===== config.mk =====
export PLATFORM = sky130hd
export DESIGN_NAME = lfu_cache_lru_tiebreak
export DESIGN_NICKNAME = d
export VERILOG_FILES = /design/src/rtl/lfu_pkg.sv /design/src/rtl/lfu_cache_lru_tiebreak.sv /design/src/rtl/lfu_ram.sv /design/src/rtl/lfu_ctrl.sv /design/src/rtl/lfu_dp.sv
export VERILOG_INCLUDE_DIRS = /design/src /design/src/rtl
export SDC_FILE = /design/constraint.sdc
export NUM_CORES = 2
export LEC_CHECK = 0
export BUFFER_PORTS_ARGS = -buffer_cell sky130_fd_sc_hd__buf_2
export CAP_MARGIN = 20
export CORE_MARGIN = 8
export CORE_UTILIZATION = 56
export DETAILED_ROUTE_END_ITERATION = 10
export PLACE_DENSITY = 0.79
export SLEW_MARGIN = 20
export SYNTH_ARGS = -nofsm -noshare
export SYNTH_HDL_FRONTEND = slang
export SYNTH_HIERARCHICAL = 1
export SYNTH_SLANG_ARGS = --single-unit

===== constraint.sdc =====
create_clock -name clk_i -period 9.5 [get_ports clk_i]
set_input_delay 1.9 -clock clk_i [delete_from_list [all_inputs] [get_ports clk_i]]
set_output_delay 1.9 -clock clk_i [all_outputs]
set_load 0.02 [all_outputs]

===== src/rtl/lfu_cache_lru_tiebreak_assert.svh =====
// Assertion macros used by the cache datapath.
`ifndef LFU_CACHE_LRU_TIEBREAK_ASSERT_SVH
`define LFU_CACHE_LRU_TIEBREAK_ASSERT_SVH

`ifndef SYNTHESIS

// The property must hold at every clock edge outside reset.
`define LFU_ASSERT(lbl, clk, rstn, prop) \
  lbl: assert property (@(posedge clk) disable iff (!(rstn)) (prop)) \
    else $error("assertion failed");

// The expression must never be true outside reset.
`define LFU_ASSERT_NEVER(lbl, clk, rstn, expr) \
  lbl: assert property (@(posedge clk) disable iff (!(rstn)) !(expr)) \
    else $error("forbidden condition seen");

`else

`define LFU_ASSERT(lbl, clk, rstn, prop)
`define LFU_ASSERT_NEVER(lbl, clk, rstn, expr)

`endif

`endif


===== src/rtl/lfu_pkg.sv =====
// Shared types and constants of the LFU cache.
package lfu_pkg;

  localparam int unsigned CAP_W      = 5;
  localparam int unsigned KEY_PORT_W = 32;
  localparam int unsigned VAL_PORT_W = 32;
  localparam int unsigned STAMP_W    = 32;

  localparam logic [CAP_W-1:0] CAP_RESET = 5'd16;

  localparam logic FUNC_GET = 1'b0;
  localparam logic FUNC_SET = 1'b1;

  // Commands from the controller to the datapath.
  typedef struct packed {
    logic start;    // input transfer taken this cycle
    logic scan_rd;  // read the slot at the scan address
    logic commit;   // apply the update and load the result register
  } lfu_cmd_t;

  // Status from the datapath to the controller.
  typedef struct packed {
    logic cap_zero;   // effective capacity is zero
    logic last_addr;  // scan address is the last slot
    logic out_free;   // result register can take a new result
  } lfu_sts_t;

endpackage


===== src/rtl/lfu_cache_lru_tiebreak.sv =====
// Top level of the LFU key-value cache with least-recently-used tie-break.
//
//  channel   direction  tdata fields (low bit up)   tuser
//  s_axis    in         key[31:0], value[63:32]      func (0 get, 1 set)
//  m_axis    out        data[31:0]                   found
//  cfg       in         capacity[4:0]                -
//
// An item passes through the accepting cycle, a scan of every slot in turn through
// the single read port of the slot RAM, a drain step that finishes the last compare
// and the commit, which loads the result register. With capacity zero the scan is
// skipped and the item goes from the accepting cycle straight to the commit.
// Reset clears the valid bits, occupancy and access clock at once; slot RAM
// contents need no clearing. The result register lets the next item enter
// while a result waits; a stalled output holds the commit of the next item.
module lfu_cache_lru_tiebreak
  import lfu_pkg::*;
#(
  parameter int unsigned ENTRIES     = 16,
  parameter int unsigned KEY_WIDTH   = 32,
  parameter int unsigned VALUE_WIDTH = 32,
  parameter int unsigned MAX_FREQ    = 255
) (
  input  logic                                 clk_i,
  input  logic                                 rst_ni,
  input  logic                                 s_axis_tvalid,
  output logic                                 s_axis_tready,
  input  logic [KEY_PORT_W+VAL_PORT_W-1:0]     s_axis_tdata,  // key, value
  input  logic                                 s_axis_tuser,  // func
  output logic                                 m_axis_tvalid,
  input  logic                                 m_axis_tready,
  output logic [VAL_PORT_W-1:0]                m_axis_tdata,  // data
  output logic                                 m_axis_tuser,  // found
  input  logic                                 cfg_we_i,
  input  logic [CAP_W-1:0]                     cfg_wdata_i
);

  lfu_cmd_t cmd;
  lfu_sts_t sts;

  lfu_ctrl u_ctrl (
    .clk_i      (clk_i),
    .rst_ni     (rst_ni),
    .in_valid_i (s_axis_tvalid),
    .in_ready_o (s_axis_tready),
    .sts_i      (sts),
    .cmd_o      (cmd)
  );

  lfu_dp #(
    .ENTRIES     (ENTRIES),
    .KEY_WIDTH   (KEY_WIDTH),
    .VALUE_WIDTH (VALUE_WIDTH),
    .MAX_FREQ    (MAX_FREQ)
  ) u_dp (
    .clk_i       (clk_i),
    .rst_ni      (rst_ni),
    .cmd_i       (cmd),
    .sts_o       (sts),
    .cfg_we_i    (cfg_we_i),
    .cfg_wdata_i (cfg_wdata_i),
    .in_func_i   (s_axis_tuser),
    .in_key_i    (s_axis_tdata[KEY_PORT_W-1:0]),
    .in_value_i  (s_axis_tdata[KEY_PORT_W+VAL_PORT_W-1:KEY_PORT_W]),
    .out_ready_i (m_axis_tready),
    .out_valid_o (m_axis_tvalid),
    .out_found_o (m_axis_tuser),
    .out_data_o  (m_axis_tdata)
  );

endmodule


===== src/rtl/lfu_ram.sv =====
// Generic single-write, single-read RAM with registered read data.
module lfu_ram #(
  parameter int unsigned WIDTH = 8,
  parameter int unsigned DEPTH = 16
) (
  input  logic                                   clk_i,
  input  logic                                   we_i,
  input  logic [(DEPTH > 1 ? $clog2(DEPTH) : 1)-1:0] waddr_i,
  input  logic [WIDTH-1:0]                       wdata_i,
  input  logic                                   re_i,
  input  logic [(DEPTH > 1 ? $clog2(DEPTH) : 1)-1:0] raddr_i,
  output logic [WIDTH-1:0]                       rdata_o
);

  logic [WIDTH-1:0] mem_q [DEPTH];
  logic [WIDTH-1:0] rdata_q;

  always_ff @(posedge clk_i) begin
    if (we_i) begin
      mem_q[waddr_i] <= wdata_i;
    end
    if (re_i) begin
      rdata_q <= mem_q[raddr_i];
    end
  end

  assign rdata_o = rdata_q;

endmodule


===== src/rtl/lfu_ctrl.sv =====
// Controller state machine that sequences the slot scan and the commit.
module lfu_ctrl
  import lfu_pkg::*;
(
  input  logic     clk_i,
  input  logic     rst_ni,
  input  logic     in_valid_i,
  output logic     in_ready_o,
  input  lfu_sts_t sts_i,
  output lfu_cmd_t cmd_o
);

  typedef enum logic [1:0] {
    ST_IDLE,
    ST_SCAN,
    ST_DRAIN,
    ST_COMMIT
  } state_e;

  state_e state_q;
  logic   ready_q;

  assign in_ready_o     = ready_q;
  assign cmd_o.start    = in_valid_i && ready_q;
  assign cmd_o.scan_rd  = (state_q == ST_SCAN);
  assign cmd_o.commit   = (state_q == ST_COMMIT) && sts_i.out_free;

  always_ff @(posedge clk_i or negedge rst_ni) begin
    if (!rst_ni) begin
      state_q <= ST_IDLE;
      ready_q <= 1'b1;
    end else begin
      case (state_q)
        ST_IDLE: begin
          if (in_valid_i && ready_q) begin
            ready_q <= 1'b0;
            // With no capacity there is nothing to look at.
            state_q <= sts_i.cap_zero ? ST_COMMIT : ST_SCAN;
          end
        end
        ST_SCAN: begin
          if (sts_i.last_addr) begin
            state_q <= ST_DRAIN;
          end
        end
        ST_DRAIN: begin
          state_q <= ST_COMMIT;
        end
        ST_COMMIT: begin
          if (sts_i.out_free) begin
            state_q <= ST_IDLE;
            ready_q <= 1'b1;
          end
        end
        default: begin
          state_q <= ST_IDLE;
          ready_q <= 1'b1;
        end
      endcase
    end
  end

endmodule


===== src/rtl/lfu_dp.sv =====
// Datapath: slot storage, scan trackers, victim choice and result register.
module lfu_dp
  import lfu_pkg::*;
#(
  parameter int unsigned ENTRIES     = 16,
  parameter int unsigned KEY_WIDTH   = 32,
  parameter int unsigned VALUE_WIDTH = 32,
  parameter int unsigned MAX_FREQ    = 255
) (
  input  logic                  clk_i,
  input  logic                  rst_ni,
  input  lfu_cmd_t              cmd_i,
  output lfu_sts_t              sts_o,
  input  logic                  cfg_we_i,
  input  logic [CAP_W-1:0]      cfg_wdata_i,
  input  logic                  in_func_i,
  input  logic [KEY_PORT_W-1:0] in_key_i,
  input  logic [VAL_PORT_W-1:0] in_value_i,
  input  logic                  out_ready_i,
  output logic                  out_valid_o,
  output logic                  out_found_o,
  output logic [VAL_PORT_W-1:0] out_data_o
);

`include "lfu_cache_lru_tiebreak_assert.svh"

  localparam int unsigned KW = (KEY_WIDTH < KEY_PORT_W) ? KEY_WIDTH : KEY_PORT_W;
  localparam int unsigned VW = (VALUE_WIDTH < VAL_PORT_W) ? VALUE_WIDTH : VAL_PORT_W;
  localparam int unsigned UW = $clog2(MAX_FREQ + 1);
  localparam int unsigned AW = (ENTRIES > 1) ? $clog2(ENTRIES) : 1;
  localparam int unsigned OW = $clog2(ENTRIES + 1);
  localparam int unsigned CW = (OW > CAP_W) ? OW : CAP_W;
  localparam int unsigned RW = KW + VW + UW + STAMP_W;

  // Slot word layout, from the top: key, value, use count, stamp.
  localparam int unsigned ST_LO = 0;
  localparam int unsigned US_LO = STAMP_W;
  localparam int unsigned VA_LO = STAMP_W + UW;
  localparam int unsigned KE_LO = STAMP_W + UW + VW;

  logic [CAP_W-1:0]   cap_q;
  logic [ENTRIES-1:0] valid_q;
  logic [OW-1:0]      occ_q;
  logic [STAMP_W-1:0] clock_q;

  logic          func_q;
  logic [KW-1:0] key_q;
  logic [VW-1:0] val_q;
  logic          bypass_q;

  logic [AW-1:0] addr_q;
  logic          cmp_valid_q;
  logic [AW-1:0] cmp_idx_q;

  logic          hit_q;
  logic [AW-1:0] hit_idx_q;
  logic [VW-1:0] hit_val_q;
  logic [UW-1:0] hit_uses_q;
  logic          free_q;
  logic [AW-1:0] free_idx_q;
  logic               have_q;
  logic [AW-1:0]      vic_idx_q;
  logic [UW-1:0]      vic_uses_q;
  logic [STAMP_W-1:0] vic_age_q;

  logic                  out_valid_q;
  logic                  out_found_q;
  logic [VAL_PORT_W-1:0] out_data_q;

  // Effective capacity and fullness.
  logic [CW-1:0] cap_ext;
  logic [CW-1:0] cap_eff;
  logic          full;

  assign cap_ext = CW'(cap_q);
  assign cap_eff = (cap_ext > CW'(ENTRIES)) ? CW'(ENTRIES) : cap_ext;
  assign full    = CW'(occ_q) >= cap_eff;

  assign sts_o.cap_zero  = (cap_eff == '0);
  assign sts_o.last_addr = (addr_q == AW'(ENTRIES - 1));
  assign sts_o.out_free  = !out_valid_q || out_ready_i;

  // Slot read during the scan.
  logic [RW-1:0]      rdata;
  logic [KW-1:0]      r_key;
  logic [VW-1:0]      r_val;
  logic [UW-1:0]      r_uses;
  logic [STAMP_W-1:0] r_stamp;
  logic [STAMP_W-1:0] r_age;
  logic               r_valid;
  logic               take_hit;
  logic               take_free;
  logic               take_vic;

  assign r_key   = rdata[KE_LO +: KW];
  assign r_val   = rdata[VA_LO +: VW];
  assign r_uses  = rdata[US_LO +: UW];
  assign r_stamp = rdata[ST_LO +: STAMP_W];
  assign r_age   = clock_q - r_stamp;
  assign r_valid = valid_q[cmp_idx_q];

  assign take_hit  = cmp_valid_q && r_valid && (r_key == key_q) && !hit_q;
  assign take_free = cmp_valid_q && !r_valid && !free_q;
  // Strict compares keep the lowest slot on equal use counts and ages.
  assign take_vic  = cmp_valid_q && r_valid &&
                     (!have_q || (r_uses < vic_uses_q) ||
                      ((r_uses == vic_uses_q) && (r_age > vic_age_q)));

  // Commit decisions.
  logic          wr_en;
  logic [AW-1:0] wr_addr;
  logic [RW-1:0] wr_data;
  logic [UW-1:0] hit_uses_inc;
  logic          ins_en;
  logic          use_free;
  logic          res_found;
  logic [VAL_PORT_W-1:0] res_data;

  assign hit_uses_inc = (hit_uses_q < UW'(MAX_FREQ)) ? hit_uses_q + UW'(1) : hit_uses_q;
  assign use_free     = free_q && !full;

  always_comb begin
    wr_en     = 1'b0;
    wr_addr   = hit_idx_q;
    wr_data   = {key_q, val_q, hit_uses_inc, clock_q};
    ins_en    = 1'b0;
    res_found = 1'b0;
    res_data  = '0;
    if (!bypass_q) begin
      if (hit_q) begin
        wr_en     = 1'b1;
        res_found = 1'b1;
        if (func_q == FUNC_GET) begin
          wr_data            = {key_q, hit_val_q, hit_uses_inc, clock_q};
          res_data[VW-1:0]   = hit_val_q;
        end
      end else if (func_q == FUNC_SET) begin
        wr_en   = 1'b1;
        ins_en  = 1'b1;
        wr_addr = use_free ? free_idx_q : vic_idx_q;
        wr_data = {key_q, val_q, UW'(1), clock_q};
      end
    end
  end

  lfu_ram #(
    .WIDTH (RW),
    .DEPTH (ENTRIES)
  ) u_slots (
    .clk_i   (clk_i),
    .we_i    (cmd_i.commit && wr_en),
    .waddr_i (wr_addr),
    .wdata_i (wr_data),
    .re_i    (cmd_i.scan_rd),
    .raddr_i (addr_q),
    .rdata_o (rdata)
  );

  // Control state: configuration, valid bits, occupancy, clock, handshake.
  always_ff @(posedge clk_i or negedge rst_ni) begin
    if (!rst_ni) begin
      cap_q       <= CAP_RESET;
      valid_q     <= '0;
      occ_q       <= '0;
      clock_q     <= '0;
      cmp_valid_q <= 1'b0;
      out_valid_q <= 1'b0;
    end else begin
      if (cfg_we_i) begin
        cap_q <= cfg_wdata_i;
      end
      if (cmd_i.start && !sts_o.cap_zero) begin
        clock_q <= clock_q + STAMP_W'(1);
      end
      cmp_valid_q <= cmd_i.scan_rd;
      if (cmd_i.commit && ins_en) begin
        valid_q[wr_addr] <= 1'b1;
        if (use_free) begin
          occ_q <= occ_q + OW'(1);
        end
      end
      if (cmd_i.commit) begin
        out_valid_q <= 1'b1;
      end else if (out_ready_i) begin
        out_valid_q <= 1'b0;
      end
    end
  end

  // Payload registers and scan trackers.
  always_ff @(posedge clk_i) begin
    if (cmd_i.start) begin
      func_q   <= in_func_i;
      key_q    <= in_key_i[KW-1:0];
      val_q    <= in_value_i[VW-1:0];
      bypass_q <= sts_o.cap_zero;
      addr_q   <= '0;
      hit_q    <= 1'b0;
      free_q   <= 1'b0;
      have_q   <= 1'b0;
    end else begin
      if (cmd_i.scan_rd && !sts_o.last_addr) begin
        addr_q <= addr_q + AW'(1);
      end
      if (take_hit) begin
        hit_q      <= 1'b1;
        hit_idx_q  <= cmp_idx_q;
        hit_val_q  <= r_val;
        hit_uses_q <= r_uses;
      end
      if (take_free) begin
        free_q     <= 1'b1;
        free_idx_q <= cmp_idx_q;
      end
      if (take_vic) begin
        have_q     <= 1'b1;
        vic_idx_q  <= cmp_idx_q;
        vic_uses_q <= r_uses;
        vic_age_q  <= r_age;
      end
    end
    cmp_idx_q <= addr_q;
    if (cmd_i.commit) begin
      out_found_q <= res_found;
      out_data_q  <= res_data;
    end
  end

  assign out_valid_o = out_valid_q;
  assign out_found_o = out_found_q;
  assign out_data_o  = out_data_q;

  `LFU_ASSERT(a_occ_matches_valid, clk_i, rst_ni, $countones(valid_q) == occ_q)
  `LFU_ASSERT(a_commit_room, clk_i, rst_ni, cmd_i.commit |-> (!out_valid_q || out_ready_i))
  `LFU_ASSERT(a_commit_shows, clk_i, rst_ni, cmd_i.commit |=> out_valid_q)
  `LFU_ASSERT_NEVER(a_scan_and_start, clk_i, rst_ni, cmd_i.start && (cmd_i.scan_rd || cmd_i.commit))

endmodule


==> flow_metrics.py <==
metrics = {
    "synth": {
        "synth_area_um2": 78500,
        "leading_area_contributor_after_synthesis": "edfxtp_1",
        "yosys_warnings": 6,
        "postSynthNetCount": 3901,
        "synth_flop_cell": "edfxtp_1",
        "syn_avg_cell_area_um2": 21.0,
        "syn-instance-count": 3739,
        "adder_cell_share_of_the_synthesized_area_pct": 1.40,
        "synth_area_leaders": "edfxtp_1, mux4_2, a22oi_1, dfrtp_1, ha_1",
        "yosys.cell_types.count": 78,
        "synth-compound-area-share_pct": 3.51,
        "synth-edff-count": 1959,
        "synth_seq_area_share_pct": 77.2,
        "asyncSetResetFlopFracSynth_pct": 3.10,
        "synth_simple_gate_area_share_pct": 2.59,
        "synth_top_family_by_area": "multiplexers",
        "register_bit_count_reported_by_yosys": 2033,
        "synth.area.mux_share_pct": 12.7,
        "synthDominantCellAreaShare_pct": 74.9,
        "post_synth_xor_area_fraction_pct": 1.13,
    },
    "global_route": {
        "grt_start_max_net_pins": 115,
        "grt_pass1_vias": 40065,
        "globalRoute.totalOverflow": 0,
        "wire_length_of_the_first_global_routing_pass_um": 261000,
        "antenna_found_initial": 4,
        "grt_usage_pct": 23.1,
    },
    "route": {
        "route.vias.total": 38769,
        "drt-wirelength-per-cell_um": 29.8,
        "dr.pass1.iters": 6,
        "avgViaCountPerCell": 6.49,
        "initialDrtViolationCount": 4302,
        "postRouteAntennaNets": 0,
        "routed_wl_um": 178000,
        "detail_route.drc_violations": 0,
    },
    "cts": {
        "cts_tree": "done",
        "cts_max_path_buffers": 3,
        "clk_transition_reported_paths_ns": 0.06,
        "post_cts_resize_count": 0,
        "cts_root_buf": "clkbuf_16",
        "cts.sinks": 2033,
        "holdBufCountCts": 0,
        "tritoncts.num_buffers": 190,
        "total_number_of_h_tree_levels": 4,
        "clk_latency_ns": 0.83,
        "post-cts-setup-buffer-count": 0,
    },
    "timing": {
        "rsz0062_at_grt": "no",
        "setup_tns_ns": 0,
        "worst_clock_skew_ns": 0.0389,
        "setup-violations-final": 0,
        "timing.max_slew.rel_slack_pct": 17.5,
        "worst_pin_slew_ns": 1.24,
        "fmaxAchievable_mhz": 173,
        "finalWorstPathRequiredPeriod_ns": 5.78,
        "maxSlewViolCount": 0,
        "hold_viol_final": 0,
        "min_period_over_period_pct": 60.9,
    },
    "power_and_ir_drop": {
        "power.density_cell_area_nw_per_um2": 275,
        "power.total_mw": 24.1,
        "total_leakage_power_nw": 28.8,
        "ir_worst_vdd_mv": 0.252,
    },
    "run": {
        "maxCapViolCount": 0,
    },
    "cells_and_area": {
        "multi_input_comb_area_um2": 17000,
        "layout-area-overhead-vs-synth_pct": 11.4,
        "finish.net_count": 4111,
        "final_layout_size_suffix_gt1_share_pct": 23.3,
        "ff_latch_area_um2": 60600,
        "final.fill_count": 8718,
    },
    "placed_design": {
        "routabilityCongestion": 0.834,
        "hpwlAfterDp_um": 86800,
        "number_of_input_and_output_port_buffers_inserted": 109,
    },
    "die": {
        "die-width_um": 390,
        "placementRows": 137,
        "floorplan.core_area_um2": 139000,
        "area_of_the_die_um2": 152000,
        "chipHeight_um": 390,
        "io-pin-count": 110,
        "initial_utilization_pct": 56.3,
    },
    "min_path": {
        "hold_path.class": "flip-flop to flip-flop",
    },
    "worst_setup_path": {
        "cp_arrival_ns": 6.22,
        "element_type_at_the_critical_path_start": "flip-flop",
        "worst_setup_path_end_kind": "flip-flop",
        "path_class": "flip-flop to flip-flop",
        "critPathMaxFanout": 44,
        "critPathRequiredTime_ns": 9.94,
    },
    "run_status": {
        "status": "finished clean",
    },
}
layout make-up:
class / instances / share of cell area [%]
Inverter: 92 / 0.398
Clock inverter: 104 / 1.19
Timing Repair Buffer: 174 / 1.32
Sequential cell: 2033 / 69.3
Clock buffer: 236 / 5.69
Multi-Input combinational cell: 1458 / 19.4
Antenna cell: 2 / 0.00572
Tap cell: 1876 / 2.68
power breakdown:
part	switching (mW)	internal, mW	total (mW)
Combinational	3.14	2.38	5.52
Clock	3.30	4.10	7.40
Sequential	0.431	10.7	11.1
Total	6.87	17.2	24.1
sequential cells by signal, summed over array words and instances, names as in the netlist, 5 cells and up:
name / count
u_dp/occ_q: 5
u_dp/valid_q: 16
u_dp/out_data_o: 32
u_dp/hit_uses_q: 8
u_dp/clock_q: 32
u_dp/u_slots/rdata_o: 104
u_dp/vic_uses_q: 8
u_dp/vic_age_q: 32
u_dp/val_q: 32
u_dp/u_slots/mem_q: 1664
u_dp/key_q: 32
u_dp/cap_ext: 5
u_dp/hit_val_q: 32
final timing paths:
check                                                    from                      endpoint  slack (ns)  cells after the start
hold reg to reg            u_dp/u_slots/rdata_o[58]$_DFFE_PP_  u_dp/hit_val_q[18]$_DFFE_PP_        0.41                      0
hold / removal             u_dp/u_slots/rdata_o[58]$_DFFE_PP_  u_dp/hit_val_q[18]$_DFFE_PP_        0.41                      0
max in group asynchronous                              rst_ni  u_dp/valid_q[10]$_DFFE_PN0P_        7.64                      1
setup reg to reg                  u_dp/clock_q[0]$_DFFE_PN0P_  u_dp/vic_uses_q[5]$_DFFE_PP_        3.72                     19
setup / recovery                  u_dp/clock_q[0]$_DFFE_PN0P_  u_dp/vic_uses_q[5]$_DFFE_PP_        3.72                     19
min in group asynchronous                              rst_ni   u_dp/clock_q[9]$_DFFE_PN0P_        1.22                      1
logic make-up after synthesis:
group / Yosys count
AOI/OAI and AO/OA: 385
muxes: 466
DFF: 2033
buffers and inverters: 248
xor gates and xnor gates: 101
and+or+nand+nor: 419
adders and majority gates: 87
Yosys cell counts (3+ instances only):
library cell  instances
a211oi_1              6
a21o_1               14
a21oi_1              57
a22oi_1             208
a31o_2                8
a31oi_1               8
and2_1               40
and3_1               12
and4_1                5
buf_1                14
buf_2                21
buf_4                 5
buf_6                24
clkbuf_1             92
dfrtp_1              61
dfxtp_1              11
edfxtp_1           1959
ha_1                 86
inv_1                92
mux2_2               40
mux2i_1               6
mux4_2              420
nand2_1             172
nand2b_1             13
nand3_1              19
nand3b_1              5
nand4_1              33
nor2_1               64
nor2b_1              10
nor3_1               16
nor3b_1               5
nor4_1                5
o211ai_1              7
o21a_1                4
o21ai_0              31
o21bai_1              9
o31ai_1               3
or3_1                 6
xnor2_1              68
xor2_1               33
critical path, cell delays in order (launching register included):
cell and delay [ns]:
dfrtp_1 0.56, inv_1 0.18, ha_1 0.18, inv_1 0.05, fa_1 0.40, a21o_2 0.23, a311o_2 0.45, a221oi_2 0.31
a31oi_1 0.21, a21oi_2 0.23, o21ai_1 0.10, xor2_1 0.17, ha_1 0.32, nand4_1 0.12, nor4_1 0.42, nand4_1 0.20
a32oi_1 0.23, o21ai_0 0.18, a311oi_4 0.30, buf_4 0.53
metal layers:
metal | part of all wire, % | GRT usage (%)
met2 | 50 | 38.8
met1 | 36 | 29.8
met3 | 9.8 | 5.06
met4 | 3.8 | 8.69
met5 | 0.0079 | 0
layout by cell type (no fill, tap or decap), types with 19 or more instances in the layout:
cell,synthesis,layout
xor2_1,33,33
inv_1,92,91
nand2_1,172,172
clkbuf_16,0,191
ha_1,86,85
xnor2_1,68,68
edfxtp_1,1959,1959
clkbuf_1,92,42
nand3_1,19,19
buf_4,5,53
a22oi_1,208,208
clkinv_1,0,39
mux4_2,420,420
nand4_1,33,33
o21ai_0,31,31
clkinv_2,0,30
buf_2,21,108
and2_1,40,38
nor2_1,64,50
mux2_2,40,40
a21oi_1,57,56
dfrtp_1,61,61
metrics by stage:
stage | worst slack [ns] | cells | hold slack, ns | instance area (um2) | util, %
4_1_cts | 3.75 | 5971 | 0.403 | 87400 | 62.7
2_1_floorplan | 0.810 | 3739 | 0.390 | 78500 | -
5_1_grt | 3.36 | 5974 | 0.411 | 87500 | 62.8
3_5_place_dp | 3.58 | 5631 | 0.405 | 81400 | 58.4
3_3_place_gp | 3.62 | 5631 | 0.404 | 81400 | 58.4
6_report | 3.72 | 5975 | 0.406 | 87500 | 62.8
(Power assumes the default switching activity.)
